<file path="src/design/assert_macros.svh">
// Assertion helpers shared by the RTL files.
`ifndef ASSERT_MACROS_SVH
`define ASSERT_MACROS_SVH

`ifndef NO_ASSERTIONS

// prop must hold at every clock edge outside reset
`define ASSERT_PROP(lbl, clk, rstn, prop, msg) \
  lbl: assert property (@(posedge clk) disable iff (!rstn) prop) else $error(msg);

// cond must never be true at a clock edge outside reset
`define ASSERT_NEVER(lbl, clk, rstn, cond, msg) \
  lbl: assert property (@(posedge clk) disable iff (!rstn) !(cond)) else $error(msg);

`else

`define ASSERT_PROP(lbl, clk, rstn, prop, msg)
`define ASSERT_NEVER(lbl, clk, rstn, cond, msg)

`endif

`endif

</file>
<file path="src/design/wcp_pkg.sv">
`timescale 1ns / 1ps
`default_nettype none

package wcp_pkg;

  localparam int unsigned POSITION_WIDTH_DEF = 32;

  localparam logic [31:0] ID_RIFF   = 32'h4646_4952;
  localparam logic [31:0] TYPE_WAVE = 32'h4556_4157;
  localparam logic [31:0] ID_FMT    = 32'h2074_6D66;
  localparam logic [31:0] ID_DATA   = 32'h6174_6164;

  localparam logic [31:0] FMT_BODY_LEN = 32'd16;

  localparam logic [1:0] ST_OK       = 2'd0;
  localparam logic [1:0] ST_SHORT    = 2'd1;
  localparam logic [1:0] ST_NO_RIFF  = 2'd2;
  localparam logic [1:0] ST_NOT_WAVE = 2'd3;

  localparam int unsigned IN_TDATA_W  = 8;
  localparam int unsigned OUT_TDATA_W = 200;

  typedef struct packed {
    logic [7:0] file_byte;
    logic       last;
  } wcp_item_t;

  typedef struct packed {
    logic [1:0]  status;
    logic [15:0] format_tag;
    logic [15:0] num_channels;
    logic [31:0] sample_rate;
    logic [31:0] avg_bytes_per_sec;
    logic [15:0] block_align;
    logic [15:0] bits_per_sample;
    logic [31:0] data_offset;
    logic [31:0] data_size;
  } wcp_result_t;

endpackage

`default_nettype wire

</file>
<file path="src/design/wcp_in_stage.sv">
`timescale 1ns / 1ps
`default_nettype none

module wcp_in_stage (
  input  wire logic                                 clk_i,
  input  wire logic                                 rst_ni,
  input  wire logic                                 s_axis_tvalid,
  output logic                                      s_axis_tready,
  input  wire logic [wcp_pkg::IN_TDATA_W-1:0]       s_axis_tdata,  // [7:0] file_byte
  input  wire logic                                 s_axis_tlast,
  input  wire logic                                 out_free_i,
  output logic                                      item_valid_o,
  output wcp_pkg::wcp_item_t                        item_o
);

  logic               valid_q, valid_d;
  wcp_pkg::wcp_item_t item_q;
  logic               advance;
  logic               accept;

  // a final byte needs the result register free; any other byte always moves on
  assign advance       = valid_q && (!item_q.last || out_free_i);
  assign s_axis_tready = !valid_q || advance;
  assign accept        = s_axis_tvalid && s_axis_tready;

  always_comb begin
    valid_d = valid_q;
    if (accept) begin
      valid_d = 1'b1;
    end else if (advance) begin
      valid_d = 1'b0;
    end
  end

  always_ff @(posedge clk_i or negedge rst_ni) begin
    if (!rst_ni) begin
      valid_q <= 1'b0;
    end else begin
      valid_q <= valid_d;
    end
  end

  always_ff @(posedge clk_i) begin
    if (accept) begin
      item_q.file_byte <= s_axis_tdata[7:0];
      item_q.last      <= s_axis_tlast;
    end
  end

  assign item_valid_o = advance;
  assign item_o       = item_q;

endmodule

`default_nettype wire

</file>
<file path="src/design/wcp_parser.sv">
`timescale 1ns / 1ps
`default_nettype none

`include "assert_macros.svh"

module wcp_parser #(
  parameter int unsigned POSITION_WIDTH = wcp_pkg::POSITION_WIDTH_DEF
) (
  input  wire logic                clk_i,
  input  wire logic                rst_ni,
  input  wire logic                item_valid_i,
  input  wire wcp_pkg::wcp_item_t  item_i,
  output logic                     result_valid_o,
  output wcp_pkg::wcp_result_t     result_o
);

  localparam logic [2:0] PH_RIFF   = 3'd0;
  localparam logic [2:0] PH_HEADER = 3'd1;
  localparam logic [2:0] PH_FMT    = 3'd2;
  localparam logic [2:0] PH_SKIP   = 3'd3;
  localparam logic [2:0] PH_ERROR  = 3'd4;

  logic [2:0]                phase_q, phase_d;
  logic [3:0]                cnt_q, cnt_d;
  logic [POSITION_WIDTH-1:0] pos_q, pos_d;
  logic [31:0]               skip_q, skip_d;
  logic [31:0]               id_q, id_d;
  logic [31:0]               size_q, size_d;
  logic [63:0]               fmt_fields_q, fmt_fields_d;  // tag, channels, align, bits
  logic [63:0]               fmt_rates_q, fmt_rates_d;    // rate, byte rate
  logic [63:0]               data_info_q, data_info_d;    // offset low, size high
  logic [1:0]                err_q, err_d;
  logic [1:0]                status;
  logic [2:0]                field_lane;
  logic [2:0]                rate_lane;

  function automatic logic [31:0] set_lane(input logic [31:0] word, input logic [1:0] lane,
                                           input logic [7:0] b);
    logic [31:0] w;
    w = word;
    w[8*lane +: 8] = b;
    return w;
  endfunction

  assign field_lane = {cnt_q[3], cnt_q[1:0]};
  assign rate_lane  = 3'(cnt_q - 4'd4);

  always_comb begin
    phase_d      = phase_q;
    cnt_d        = cnt_q;
    pos_d        = pos_q;
    skip_d       = skip_q;
    id_d         = id_q;
    size_d       = size_q;
    fmt_fields_d = fmt_fields_q;
    fmt_rates_d  = fmt_rates_q;
    data_info_d  = data_info_q;
    err_d        = err_q;
    status       = wcp_pkg::ST_OK;
    result_o     = '0;

    if (item_valid_i) begin
      pos_d = (pos_q == '1) ? pos_q : pos_q + 1'b1;

      case (phase_q)
        PH_RIFF: begin
          if (cnt_q < 4'd4) begin
            id_d = set_lane(id_q, cnt_q[1:0], item_i.file_byte);
          end else if (cnt_q >= 4'd8) begin
            size_d = set_lane(size_q, cnt_q[1:0], item_i.file_byte);
          end
          if (cnt_q == 4'd11) begin
            if (id_d != wcp_pkg::ID_RIFF) begin
              err_d   = wcp_pkg::ST_NO_RIFF;
              phase_d = PH_ERROR;
            end else if (size_d != wcp_pkg::TYPE_WAVE) begin
              err_d   = wcp_pkg::ST_NOT_WAVE;
              phase_d = PH_ERROR;
            end else begin
              phase_d = PH_HEADER;
            end
            cnt_d = '0;
          end else begin
            cnt_d = cnt_q + 4'd1;
          end
        end
        PH_HEADER: begin
          if (cnt_q < 4'd4) begin
            id_d = set_lane(id_q, cnt_q[1:0], item_i.file_byte);
          end else begin
            size_d = set_lane(size_q, cnt_q[1:0], item_i.file_byte);
          end
          if (cnt_q >= 4'd7) begin
            cnt_d = '0;
            if (id_d == wcp_pkg::ID_FMT) begin
              fmt_fields_d = '0;
              fmt_rates_d  = '0;
              skip_d       = (size_d > wcp_pkg::FMT_BODY_LEN) ?
                             size_d - wcp_pkg::FMT_BODY_LEN : '0;
              phase_d      = PH_FMT;
            end else begin
              if (id_d == wcp_pkg::ID_DATA) begin
                data_info_d = {size_d, 32'(pos_d)};
              end
              skip_d  = size_d;
              phase_d = (size_d != '0) ? PH_SKIP : PH_HEADER;
            end
          end else begin
            cnt_d = cnt_q + 4'd1;
          end
        end
        PH_FMT: begin
          if (cnt_q < 4'd4 || cnt_q >= 4'd12) begin
            fmt_fields_d[8*field_lane +: 8] = item_i.file_byte;
          end else begin
            fmt_rates_d[8*rate_lane +: 8] = item_i.file_byte;
          end
          if (cnt_q == 4'd15) begin
            cnt_d   = '0;
            phase_d = (skip_q != '0) ? PH_SKIP : PH_HEADER;
          end else begin
            cnt_d = cnt_q + 4'd1;
          end
        end
        PH_SKIP: begin
          if (skip_q != '0) begin
            skip_d = skip_q - 32'd1;
          end
          if (skip_d == '0) begin
            cnt_d   = '0;
            phase_d = PH_HEADER;
          end
        end
        default: begin
        end
      endcase

      if (item_i.last) begin
        status = (phase_d == PH_RIFF) ? wcp_pkg::ST_SHORT : err_d;
        result_o.status = status;
        if (status == wcp_pkg::ST_OK) begin
          result_o.format_tag        = fmt_fields_d[15:0];
          result_o.num_channels      = fmt_fields_d[31:16];
          result_o.block_align       = fmt_fields_d[47:32];
          result_o.bits_per_sample   = fmt_fields_d[63:48];
          result_o.sample_rate       = fmt_rates_d[31:0];
          result_o.avg_bytes_per_sec = fmt_rates_d[63:32];
          result_o.data_offset       = data_info_d[31:0];
          result_o.data_size         = data_info_d[63:32];
        end
        // the next byte starts a new file
        phase_d      = PH_RIFF;
        cnt_d        = '0;
        pos_d        = '0;
        skip_d       = '0;
        id_d         = '0;
        size_d       = '0;
        fmt_fields_d = '0;
        fmt_rates_d  = '0;
        data_info_d  = '0;
        err_d        = wcp_pkg::ST_OK;
      end
    end
  end

  assign result_valid_o = item_valid_i && item_i.last;

  always_ff @(posedge clk_i or negedge rst_ni) begin
    if (!rst_ni) begin
      phase_q      <= PH_RIFF;
      cnt_q        <= '0;
      pos_q        <= '0;
      skip_q       <= '0;
      id_q         <= '0;
      size_q       <= '0;
      fmt_fields_q <= '0;
      fmt_rates_q  <= '0;
      data_info_q  <= '0;
      err_q        <= wcp_pkg::ST_OK;
    end else begin
      phase_q      <= phase_d;
      cnt_q        <= cnt_d;
      pos_q        <= pos_d;
      skip_q       <= skip_d;
      id_q         <= id_d;
      size_q       <= size_d;
      fmt_fields_q <= fmt_fields_d;
      fmt_rates_q  <= fmt_rates_d;
      data_info_q  <= data_info_d;
      err_q        <= err_d;
    end
  end

  `ASSERT_PROP(a_hdr_cnt, clk_i, rst_ni, (phase_q == PH_HEADER) |-> (cnt_q <= 4'd7), "header byte count out of range")
  `ASSERT_PROP(a_skip_nz, clk_i, rst_ni, (phase_q == PH_SKIP) |-> (skip_q != '0), "skip phase with nothing to skip")
  `ASSERT_PROP(a_err_code, clk_i, rst_ni, (phase_q == PH_ERROR) |-> (err_q == wcp_pkg::ST_NO_RIFF || err_q == wcp_pkg::ST_NOT_WAVE), "error phase without header error code")
  `ASSERT_PROP(a_restart, clk_i, rst_ni, (item_valid_i && item_i.last) |=> (phase_q == PH_RIFF && pos_q == '0 && cnt_q == '0), "parser did not restart after final byte")

endmodule

`default_nettype wire

</file>
<file path="src/design/wcp_out_stage.sv">
`timescale 1ns / 1ps
`default_nettype none

`include "assert_macros.svh"

module wcp_out_stage (
  input  wire logic                            clk_i,
  input  wire logic                            rst_ni,
  input  wire logic                            load_i,
  input  wire wcp_pkg::wcp_result_t            result_i,
  output logic                                 out_free_o,
  output logic                                 m_axis_tvalid,
  input  wire logic                            m_axis_tready,
  // [1:0] status, [17:2] format_tag, [33:18] num_channels, [65:34] sample_rate,
  // [97:66] avg_bytes_per_sec, [113:98] block_align, [129:114] bits_per_sample,
  // [161:130] data_offset, [193:162] data_size, [199:194] zero
  output logic [wcp_pkg::OUT_TDATA_W-1:0]      m_axis_tdata
);

  logic                 valid_q, valid_d;
  wcp_pkg::wcp_result_t res_q;

  assign out_free_o = !valid_q || m_axis_tready;

  always_comb begin
    valid_d = valid_q;
    if (load_i) begin
      valid_d = 1'b1;
    end else if (m_axis_tready) begin
      valid_d = 1'b0;
    end
  end

  always_ff @(posedge clk_i or negedge rst_ni) begin
    if (!rst_ni) begin
      valid_q <= 1'b0;
    end else begin
      valid_q <= valid_d;
    end
  end

  always_ff @(posedge clk_i) begin
    if (load_i) begin
      res_q <= result_i;
    end
  end

  assign m_axis_tvalid = valid_q;
  assign m_axis_tdata  = {6'b0, res_q.data_size, res_q.data_offset, res_q.bits_per_sample,
                          res_q.block_align, res_q.avg_bytes_per_sec, res_q.sample_rate,
                          res_q.num_channels, res_q.format_tag, res_q.status};

  `ASSERT_NEVER(a_no_overrun, clk_i, rst_ni, load_i && valid_q && !m_axis_tready, "result register overwritten while held")
  `ASSERT_PROP(a_err_zero, clk_i, rst_ni, (valid_q && res_q.status != wcp_pkg::ST_OK) |-> (res_q.format_tag == '0 && res_q.data_offset == '0 && res_q.data_size == '0), "fields not cleared on error status")

endmodule

`default_nettype wire

</file>
<file path="src/design/wav_chunk_header_parser.sv">
// A final byte is accepted into the input register; its result is then loaded
// into the result register.
// Throughput: one byte per cycle; a final byte waits only while an earlier
// result is still held in the output register.
// Reset (rst_ni low, asynchronous) returns the parser to the start of a file;
// the same happens after every final byte.
`timescale 1ns / 1ps
`default_nettype none

module wav_chunk_header_parser #(
  parameter int unsigned POSITION_WIDTH = wcp_pkg::POSITION_WIDTH_DEF
) (
  input  wire logic                             clk_i,
  input  wire logic                             rst_ni,
  input  wire logic                             s_axis_tvalid,
  output logic                                  s_axis_tready,
  input  wire logic [wcp_pkg::IN_TDATA_W-1:0]   s_axis_tdata,  // [7:0] file_byte
  input  wire logic                             s_axis_tlast,  // is_last
  output logic                                  m_axis_tvalid,
  input  wire logic                             m_axis_tready,
  // [1:0] status, [17:2] format_tag, [33:18] num_channels, [65:34] sample_rate,
  // [97:66] avg_bytes_per_sec, [113:98] block_align, [129:114] bits_per_sample,
  // [161:130] data_offset, [193:162] data_size, [199:194] zero
  output logic [wcp_pkg::OUT_TDATA_W-1:0]       m_axis_tdata
);

  logic                 out_free;
  logic                 item_valid;
  wcp_pkg::wcp_item_t   item;
  logic                 result_valid;
  wcp_pkg::wcp_result_t result;

  wcp_in_stage u_in_stage (
    .clk_i         (clk_i),
    .rst_ni        (rst_ni),
    .s_axis_tvalid (s_axis_tvalid),
    .s_axis_tready (s_axis_tready),
    .s_axis_tdata  (s_axis_tdata),
    .s_axis_tlast  (s_axis_tlast),
    .out_free_i    (out_free),
    .item_valid_o  (item_valid),
    .item_o        (item)
  );

  wcp_parser #(
    .POSITION_WIDTH (POSITION_WIDTH)
  ) u_parser (
    .clk_i          (clk_i),
    .rst_ni         (rst_ni),
    .item_valid_i   (item_valid),
    .item_i         (item),
    .result_valid_o (result_valid),
    .result_o       (result)
  );

  wcp_out_stage u_out_stage (
    .clk_i         (clk_i),
    .rst_ni        (rst_ni),
    .load_i        (result_valid),
    .result_i      (result),
    .out_free_o    (out_free),
    .m_axis_tvalid (m_axis_tvalid),
    .m_axis_tready (m_axis_tready),
    .m_axis_tdata  (m_axis_tdata)
  );

endmodule

`default_nettype wire

</file>
<file path="config.mk">
export PLATFORM = sky130hd
export DESIGN_NAME = wav_chunk_header_parser
export DESIGN_NICKNAME = d
export VERILOG_FILES = /design/src/design/wcp_pkg.sv /design/src/design/wcp_in_stage.sv /design/src/design/wcp_parser.sv /design/src/design/wcp_out_stage.sv /design/src/design/wav_chunk_header_parser.sv
export VERILOG_INCLUDE_DIRS = /design/src /design/src/design
export SDC_FILE = /design/constraint.sdc
export NUM_CORES = 1
export LEC_CHECK = 0
export ABC_AREA = 1
export BUFFER_PORTS_ARGS = -buffer_cell sky130_fd_sc_hd__buf_2
export CAP_MARGIN = 10
export CORE_ASPECT_RATIO = 0.8
export CORE_MARGIN = 3
export CORE_UTILIZATION = 55
export DETAILED_ROUTE_END_ITERATION = 10
export PLACE_DENSITY = 0.77
export SLEW_MARGIN = 20
export SYNTH_ARGS = -nofsm -noshare
export SYNTH_HDL_FRONTEND = slang
export SYNTH_SLANG_ARGS = --single-unit
</file>
<file path="constraint.sdc">
create_clock -name clk_i -period 6 [get_ports clk_i]
set_input_delay 0.6 -clock clk_i [delete_from_list [all_inputs] [get_ports clk_i]]
set_output_delay 0.6 -clock clk_i [all_outputs]
set_load 0.05 [all_outputs]
</file>
# ---- Word-level counts from Yosys, hierarchy flattened
# Index checks and enable logic that the tools add are counted.
dict set report totals {
  regBits 534
  latchBits 0
  ramBits 0
  mem_bits_ro 0
  input_bits 13
  out_inout_bits 202
  mem_count 0
}
dict set report op_classes {
  add_sub_neg 8
  n_mul 0
  div_mod_pow 0
  order_cmp 5
  eq_ne 12
  shifts 6
  mux 74
  bitwise_logic 0
  n_reduce_logical 26
}
# cell count
set ops {}
lappend ops {{64-bit 2-to-1 mux} 13}
lappend ops {{32-bit 2-to-1 mux} 23}
lappend ops {{64-bit case mux with 2 select lines} 2}
lappend ops {{32-bit case mux with 2 select lines} 3}
lappend ops {{64-bit bitwise mux} 2}
lappend ops {{8-bit by 34-bit variable shift with 64-bit output (first input constant)} 2}
lappend ops {{8-bit by 34-bit indexed part select with 64-bit output} 2}
lappend ops {{6-bit negator with 34-bit output} 2}
lappend ops {{32-bit bitwise mux} 2}
lappend ops {{32-bit by 31-bit != test with 1-bit output (second input constant)} 2}
lappend ops {{32-bit nonzero test} 2}
lappend ops {{5-bit negator with 34-bit output} 1}
lappend ops {{8-bit by 34-bit variable shift with 32-bit output (first input constant)} 1}
lappend ops {{8-bit by 34-bit indexed part select with 32-bit output} 1}
lappend ops {{32-bit by 1-bit adder with 32-bit output (second input constant)} 1}
lappend ops {{32-bit by 30-bit equality test with 1-bit output (second input constant)} 1}
lappend ops {{32-bit by 31-bit equality test with 1-bit output (second input constant)} 1}
lappend ops {{32-bit equality test (second input constant)} 1}
lappend ops {{32-bit by 5-bit greater-than comparator with 1-bit output (second input constant)} 1}
lappend ops {{32-bit logical NOT} 1}
lappend ops {{32-bit by 1-bit subtractor with 32-bit output (second input constant)} 1}
lappend ops {{32-bit by 5-bit subtractor with 32-bit output (second input constant)} 1}
lappend ops {{3-bit 2-to-1 mux} 9}
lappend ops {{4-bit 2-to-1 mux} 5}
lappend ops {{23 further kinds} 51}

# ---- Depth between registers and ports, before layout
# Gate-level depths: netlist of run 1.
dict set report logic_depth {
  depth_word 17
  mapped_depth 26
  depth_no_buf 22
}

# ---- By module
# Synthesis of run 1 repeated with hierarchy kept, for this count alone.
dict set report hier_totals {
  hier_cells 3929
  area_unflattened_um2 29918.7
}
# mod instances cells_per_inst area_each_um2 seq_area_each_um2
set by_module_without_submodules {}
lappend by_module_without_submodules {wcp_parser 1 3706 23667.7 8232.9}
lappend by_module_without_submodules {wcp_out_stage 1 206 5919.4 5850.6}
lappend by_module_without_submodules {wcp_in_stage 1 17 331.6 295.3}

# ---- Worst setup path before layout of run 1
# Ideal clock, no wire load.
dict set report synth_path {
  kind {reg2reg}
  startpoint {reg u_out_stage.valid_q (netlist: u_out_stage.m_axis_tvalid)}
  endpoint {reg u_out_stage.res_q, in the netlist u_out_stage.m_axis_tdata[130] (data pin)}
  setup_ns 0.138
  t_arrival_ns 5.789
  t_required_ns 5.862
  path_slack_ns 0.073
  path_stages_with_launch 10
  n_path_buf 2
  period_less_slack_ns 5.927
  cell_sequence {dfrtp_1 -> nand3_1 -> nand2_1 -> inv_1 -> nand2_1 -> inv_1 -> nand3_2 -> buf_4 -> buf_4 -> nor2_1}
}
dict set report synth_between {
  elab_chain_cells 5
}
# element line
set synth_lines {}
lappend synth_lines {{from (decl)} wcp_out_stage.sv:20} ;# logic valid_q, valid_d;
lappend synth_lines {{from (signal assigned)} wcp_out_stage.sv:38} ;# valid_q <= valid_d;
lappend synth_lines {{1-bit logical NOT} wcp_out_stage.sv:23} ;# assign out_free_o = !valid_q || m_axis_tready;
lappend synth_lines {{1-bit logical OR} wcp_out_stage.sv:23}
lappend synth_lines {{1-bit logical OR} wcp_in_stage.sv:22} ;# assign advance = valid_q && (!item_q.last || out_free_i);
lappend synth_lines {{1-bit logical AND} wcp_in_stage.sv:22}
lappend synth_lines {{3-bit AND reduction (no source line)} -}
lappend synth_lines {{to (signal assigned)} wcp_out_stage.sv:44} ;# res_q <= result_i;
lappend synth_lines {{to (decl)} wcp_out_stage.sv:21} ;# wcp_pkg::wcp_result_t res_q;
# No other way between the ends.
# A chain may end at the register's enable or synchronous reset.

# ---- Worst setup path after layout of run 1
dict set report layout_path {
  startpoint {reg u_parser.cnt_q[2]}
  endpoint {reg u_parser.fmt_fields_q[16]}
}
dict set report layout_between {
  elab_chain_cells 9
}
# element line
set layout_lines {}
lappend layout_lines {{from (decl)} wcp_parser.sv:24} ;# logic [3:0] cnt_q, cnt_d;
lappend layout_lines {{from (signal assigned)} wcp_parser.sv:182} ;# cnt_q <= cnt_d;
lappend layout_lines {{4-bit by 3-bit < comparator with 1-bit output} {wcp_parser.sv:88, wcp_parser.sv:113}}
lappend layout_lines {{32-bit 2-to-1 mux} wcp_parser.sv:88} ;# if (cnt_q < 4'd4) begin
lappend layout_lines {{32-bit 2-to-1 mux} wcp_parser.sv:65} ;# case (phase_q)
lappend layout_lines {{32-bit 2-to-1 mux} wcp_parser.sv:62} ;# if (item_valid_i) begin
lappend layout_lines {{32-bit by 30-bit equality test with 1-bit output} wcp_parser.sv:95} ;# if (id_d == wcp_pkg::ID_FMT) begin
lappend layout_lines {{64-bit 2-to-1 mux} wcp_parser.sv:95}
lappend layout_lines {{64-bit 2-to-1 mux} wcp_parser.sv:93} ;# if (cnt_q >= 4'd7) begin
lappend layout_lines {{64-bit case mux with 2 select lines (*)} wcp_parser.sv:65}
lappend layout_lines {{64-bit 2-to-1 mux (*)} wcp_parser.sv:138} ;# if (item_i.last) begin
lappend layout_lines {{to (signal assigned)} wcp_parser.sv:187} ;# fmt_fields_q <= fmt_fields_d;
lappend layout_lines {{to (decl)} wcp_parser.sv:29} ;# logic [63:0] fmt_fields_q, fmt_fields_d;
# Every way passes the cells marked *; elsewhere a longest branch is shown, timed or not. The select of a mux whose other input is x is not followed.

==> impl_metrics.toml, run 1 <==
[synth]
synth_area_leaders = "dfrtp_1, edfxtp_1, nand2_1"
ys_seq_area_share_pct = 49.8
synth_top_area_share_pct = 28.7
synth-main-ff-cell = "dfrtp_1"
synthMostInstantiatedCell = "nand2_1"
avgSynthCellArea_sq_um = 7.69
synth_top_area_cell = "dfrtp_1"
synth-seq-cells = 534
synth-edff-count = 203
synth-async-reset-ratio_pct = 62.0
postSynthCellCount = 3759
synth.distinct_cells = 47
ys_warn_count = 0
synthTopCellsByCount = "nand2_1, nor2_1, inv_1"
netlist_area_sq_um = 28900

[run_status]
status = "completed"

[clocking]
clockBufferDepth = 3
cts_hold_buf = 0
htree_levels = 2
cts.root.buffer_cell = "clkbuf_16"
cts-buffers-inserted = 52
cts_setup_buffers = 0
path_clk_slew_ps = 70
clock_latency_ps = 610
cts_resized = 0
cts_tree = "done"
cts_sinks = 534

[sta]
worstMarginPinSlew_ps = 1090
final.setup.tns_ps = 0
final-setup-viol-count = 0
drv_slew = 0
rsz0062_at_grt = "no"
maxSlewHeadroom_pct = 27.2
period_share_pct = 83.2
finalHoldViolCount = 0
min_period_ps = 4990
fmax_mhz = 200
finClkSkew_ps = 27.4

[detailed_routing]
via_per_inst = 5.82
drc = 0
wl_per_cell_um = 19.7
ant_nets = 0
wl_mm = 91.2
drtIter0Drc = 3802
num_vias = 27000
firstDrtPassIters = 6

[setup_path]
reg2reg_from = "u_parser.cnt_q[2]"
rr_worst_depth = 17
end_kind = "flop"
cp-start-kind = "flop"
cp.arrival_ps = 5510
ff2ff_setup_slack_ps = 1010
crit_start = "u_parser.cnt_q[2]"
cp_max_fo = 31
critPathRequiredTime_ps = 6520
critical_path_class = "flop to flop"
crit_end = "u_parser.fmt_fields_q[16]"
r2r-end = "u_parser.fmt_fields_q[16]"

[floorplanning]
ios = 215
dieArea_sq_um = 55300
die_h_um = 211
die_w_um = 262
fp-row-count = 74
floorplan.initialDensity_pct = 56.1
coreArea_sq_um = 51500

[hold_path]
hp-class = "input pin to async pin"

[power]
peakVddDrop_mv = 0.237
cellPowerDensity_nw_per_um2 = 299
finalPower_mw = 9.65
p_leak_nw = 13.8

[place]
gp_congestion = 1.05
post_dp_cell_area_sq_um = 30500
dpl.hpwl_mm = 63.6
portBuffers = 208
placedCellCount = 4542

[global_route]
grt_pass1_wl_mm = 142
grtUsageTotal_pct = 32.3
overflow = 0
antenna_found_initial = 0
grt_max_degree = 127
grt_pass1_vias = 24900

[finish]
final_cells = 4640
design_area_sq_um = 32300
final_util_pct = 62.8
drive_gt1_share_pct = 10.1
syn_to_final_growth_pct = 11.9
diodes = 0
final_net_count = 3942

[job]
drv_cap = 0
layout make-up:
| class | instances | area (sq um) |
|---|---|---|
| repair buffers | 269 | 1560 |
| flip-flops and latches | 534 | 14400 |
| clock inverters | 24 | 248 |
| multi-input cells | 2567 | 11900 |
| inverters | 488 | 1840 |
| fillers | 4511 | 19200 |
| clock buffers | 74 | 1530 |
| well taps | 684 | 856 |
layer usage:
layer	vias to the layer above	global-route usage [%]	part of all wire, %
met1	12700	47.9	43
met3	162	9.55	13
met5	-	0	0
li1	12600	-	-
met4	0	8.58	2.5
met2	1521	46.5	42
sequential cells by signal (all words and copies together) (netlist names), 3 cells and up:
name and count:
u_out_stage.m_axis_tdata 194, u_parser.data_info_q 64, u_parser.fmt_fields_q 64, u_parser.fmt_rates_q 64
u_parser.id_q 32, u_parser.pos_q 32, u_parser.size_q 32, u_parser.skip_q 32
u_in_stage.item_o 9, u_parser.cnt_q 4, u_parser.phase_q 3
power by group:
group | internal (mW) | total (mW) | switching (mW)
clock | 1.92 | 3.39 | 1.47
combinational | 0.502 | 2.26 | 1.75
sequential | 3.92 | 4.00 | 0.0833
total | 6.34 | 9.65 | 3.31
worst min-delay path by stage:
stage | depth (start not counted) | slack (ps) | endpoint | from
CTS | 1 | 110 | u_parser.fmt_fields_q[25] | rst_ni
detailed placement | 2 | 470 | u_parser.id_q[0] | u_parser.id_q[0]
global placement | 2 | 460 | u_parser.id_q[0] | u_parser.id_q[0]
floorplan | 0 | 300 | u_in_stage.valid_q | rst_ni
finish | 1 | 60 | u_parser.fmt_fields_q[25] | rst_ni
global route | 1 | 130 | u_parser.fmt_fields_q[27] | rst_ni
cell usage in the layout, fill, tap and decap left out, types with 20 or more instances in the layout:
master and instances:
nor2_1 492, dfrtp_1 331, edfxtp_1 203, clkbuf_16 55, o21ai_0 396, buf_2 207, o21ai_1 24, nand2_1 936
a21oi_1 166, xor2_1 34, inv_1 454, o22ai_1 146, inv_2 20, nand4_1 48, buf_4 57, nand3_1 138
nor3_1 44
worst max-delay path, cell delays in order, from the launching register on:
cell and delay (ps):
dfrtp_1 470, inv_1 150, ha_1 650, nand2_1 410
inv_2 280, nand2_1 80, o21ai_0 230, nor2_1 100
nand3_1 100, nor2_1 80, nand2_2 200, nor2_2 90
o21ai_4 790, buf_4 460, inv_1 130, nand2_1 280
a21oi_1 150, o21ai_0 190
cell families after synthesis:
family                     after synthesis  share of synthesized area [%]
DFF                                    534                           49.8
xor gates and xnor gates                39                           1.18
and+or+nand+nor                       1702                           23.8
other                                    1                         0.0130
adders and majority gates               17                          0.736
buffers and inverters                  663                           9.23
AOI/OAI and AO/OA                      803                           15.3
per-stage QoR:
stage | setup WS (ps) | hold slack (ps)
global route | 627 | 134
CTS | 1160 | 114
floorplan | 73.0 | 304
detailed placement | 1190 | 470
finish | 1010 | 62.7
global placement | 1320 | 462
Note: power is estimated with default switching activity, not from simulation.
==> run 2: changes to the inputs <==
--- a/config.mk
+++ b/config.mk
@@ -13,7 +13,7 @@
 export CORE_MARGIN = 3
 export CORE_UTILIZATION = 55
 export DETAILED_ROUTE_END_ITERATION = 10
-export PLACE_DENSITY = 0.77
+export PLACE_DENSITY = 0.74
 export SLEW_MARGIN = 20
 export SYNTH_ARGS = -nofsm -noshare
 export SYNTH_HDL_FRONTEND = slang
==> constraint.sdc (replaced) <==
create_clock -name clk_i -period 4.6 [get_ports clk_i]
set_input_delay 0.46 -clock clk_i [delete_from_list [all_inputs] [get_ports clk_i]]
set_output_delay 0.46 -clock clk_i [all_outputs]
set_load 0.05 [all_outputs]
==> run 2 against run 1 <==
Register-to-register slack got worse by 740 ps. Clock skew grew 4.8 ps. First-iteration DRC count increased by 3.6%. Critical path depth up 5. Largest power group unchanged. Sequential share of layout area is 0.67 points lower. Fmax rose by 15%. Routed wire length increased by 1.4%. Critical endpoint is now u_out_stage.m_axis_tdata[26]. Largest cell class unchanged. Total power increased by 30%. Core utilization rose by 0.96 points.
==> impl_metrics.toml, run 2 (same netlist as run 1, synthesis figures left out) <==
[setup_path]
critical_path_class = "flop to flop"
cp-start-kind = "flop"
cp.arrival_ps = 4690
critPathRequiredTime_ps = 4950
cp_max_fo = 32
end_kind = "flop"

[floorplanning]
die_w_um = 262
fp-row-count = 74
coreArea_sq_um = 51500
ios = 215
die_h_um = 211
floorplan.initialDensity_pct = 56.1
dieArea_sq_um = 55300

[power]
finalPower_mw = 12.6
netSwitchingPower_mw = 4.32
p_seq_share_pct = 41.5
cellPowerDensity_nw_per_um2 = 384
p_leak_nw = 14.1
peakVddDrop_mv = 0.336
power_switching_share_pct = 34.3
clkPwrFrac_pct = 34.7
comb_power_share_pct = 23.8
p_int_mw = 8.27

[clocking]
cts_tree = "done"
cts.root.buffer_cell = "clkbuf_16"
cts_sinks = 534
cts-buffers-inserted = 54
path_clk_slew_ps = 70
clock_latency_ps = 620
htree_levels = 2
clockBufferDepth = 3
cts_setup_buffers = 0

[finish]
final_util_pct = 63.7
final_net_count = 3999
syn_to_final_growth_pct = 13.6
ff_latch_area_sq_um = 14400
multiInputGateArea_sq_um = 11900
layout_common_cells = "nand2_1, nor2_1, inv_1, o21ai_0, dfrtp_1"
fill_cells = 4542
final_common_cell = "nand2_1"
largest_register_ffs = 194
design_area_sq_um = 32800
drive_gt1_share_pct = 11.2

[global_route]
grt_max_degree = 100
grt_pass1_wl_mm = 143
overflow = 0
grtUsageTotal_pct = 32.7
antenna_found_initial = 2
grt_pass1_vias = 24700

[detailed_routing]
ant_nets = 0
firstDrtPassIters = 7
drc = 0
via_per_inst = 5.82
wl_mm = 92.5
num_vias = 27300
wl_per_cell_um = 19.7
drtIter0Drc = 3938

[sta]
period_share_pct = 94.2
fmax_mhz = 231
maxSlewHeadroom_pct = 27.9
min_period_ps = 4330
drv_slew = 0
final-setup-viol-count = 0
finalHoldViolCount = 0
finClkSkew_ps = 32.2
worstMarginPinSlew_ps = 1070
worst_slack_ps = 269

[place]
gp_congestion = 1.04
dpl.hpwl_mm = 65.6
post_dp_cell_area_sq_um = 31100
portBuffers = 208
pre_cts_ws_ps = 233

[run_status]
status = "completed"

[job]
drv_cap = 0

[hold_path]
hp-class = "input pin to flop"
==> run 2: changes by cell type in the layout (fill, tap and decap cells not counted), moves of 2 or more <==
cell and delta:
buf_4 +44, buf_12 +9, clkbuf_1 +6, clkbuf_8 -3, clkinv_1 +3, clkinvlp_4 +3, clkinv_2 -2, diode_2 +2
inv_6 -2, nor2_1 -2, nor2_4 +2
==> run 2: metal layers <==
metal / global-route usage (%) / part of all wire, % / vias to the layer above
li1: - / - / 12700
met1: 50.5 / 45 / 12900
met2: 45.1 / 41 / 1527
met3: 9.10 / 12 / 183
met4: 8.46 / 2.6 / 2
met5: 0 / 0.012 / -
==> run 2: critical path, stage by stage (launching register included) <==
cell and delay [ps]:
dfrtp_1 480, inv_1 130, ha_1 430, nand2_1 240, nor2_4 250, nand3_1 290, and2_1 230, o21ai_1 170
inv_1 60, nor2_1 80, nand2_1 60, nor2_1 300, inv_1 70, nor2_1 130, nand2_1 70, nand2_1 110
nand3_1 110, nor2_1 100, nand2_1 120, nand3_4 140, buf_12 180, buf_12 200, nor2_1 70
==> run 2: final cells by class <==
class | count | area share (%)
inverters | 488 | 5.61
well taps | 684 | 2.61
flip-flops and latches | 534 | 43.8
diodes | 2 | 0.0153
clock inverters | 25 | 0.721
clock buffers | 76 | 4.52
multi-input cells | 2568 | 36.4
repair buffers | 323 | 6.34
==> run 2: timing repair <==
item	in CTS	in global routing
hold endpoints to repair	93	0
setup endpoints to repair	0	323
hold buffers	1	0
resized for setup	0	5
==> run 2: path summary, 6_finish.rpt <==
path                            depth (start not counted)  slack, ps                            to              start
worst max-delay path                                   22        270  u_out_stage.m_axis_tdata[26]  u_parser.cnt_q[1]
worst min-delay path                                    1         20          u_in_stage.item_o[1]    s_axis_tdata[0]
worst max register to register                         22        270  u_out_stage.m_axis_tdata[26]  u_parser.cnt_q[1]
worst min register to register                          2        480             u_parser.id_q[22]  u_parser.id_q[22]
max in group asynchronous                               3       3070             u_parser.id_q[31]             rst_ni
min in group asynchronous                               2        450             u_parser.pos_q[6]             rst_ni
==> run 2: power by group through the flow <==
stage          clock network, mW  logic [mW]  registers [mW]
5_1_grt                     4.59        3.24            5.24
3_3_place_gp                   0        2.87            5.31
4_1_cts                     4.40        2.89            5.22
6_report                    4.36        3.00            5.22
3_5_place_dp                   0        2.87            5.31
2_1_floorplan                  0        1.60            5.55
==> run 2: stage by stage <==
| stage | setup TNS [ps] | std cells | hold slack, ps |
|---|---|---|---|
| global placement | 0 | 4595 | 461 |
| floorplan | 0 | 3764 | 164 |
| detailed placement | 0 | 4595 | 469 |
| CTS | 0 | 4697 | 2.09 |
| finish | 0 | 4700 | 16.5 |
| global route | -35.6 | 4698 | 9.31 |
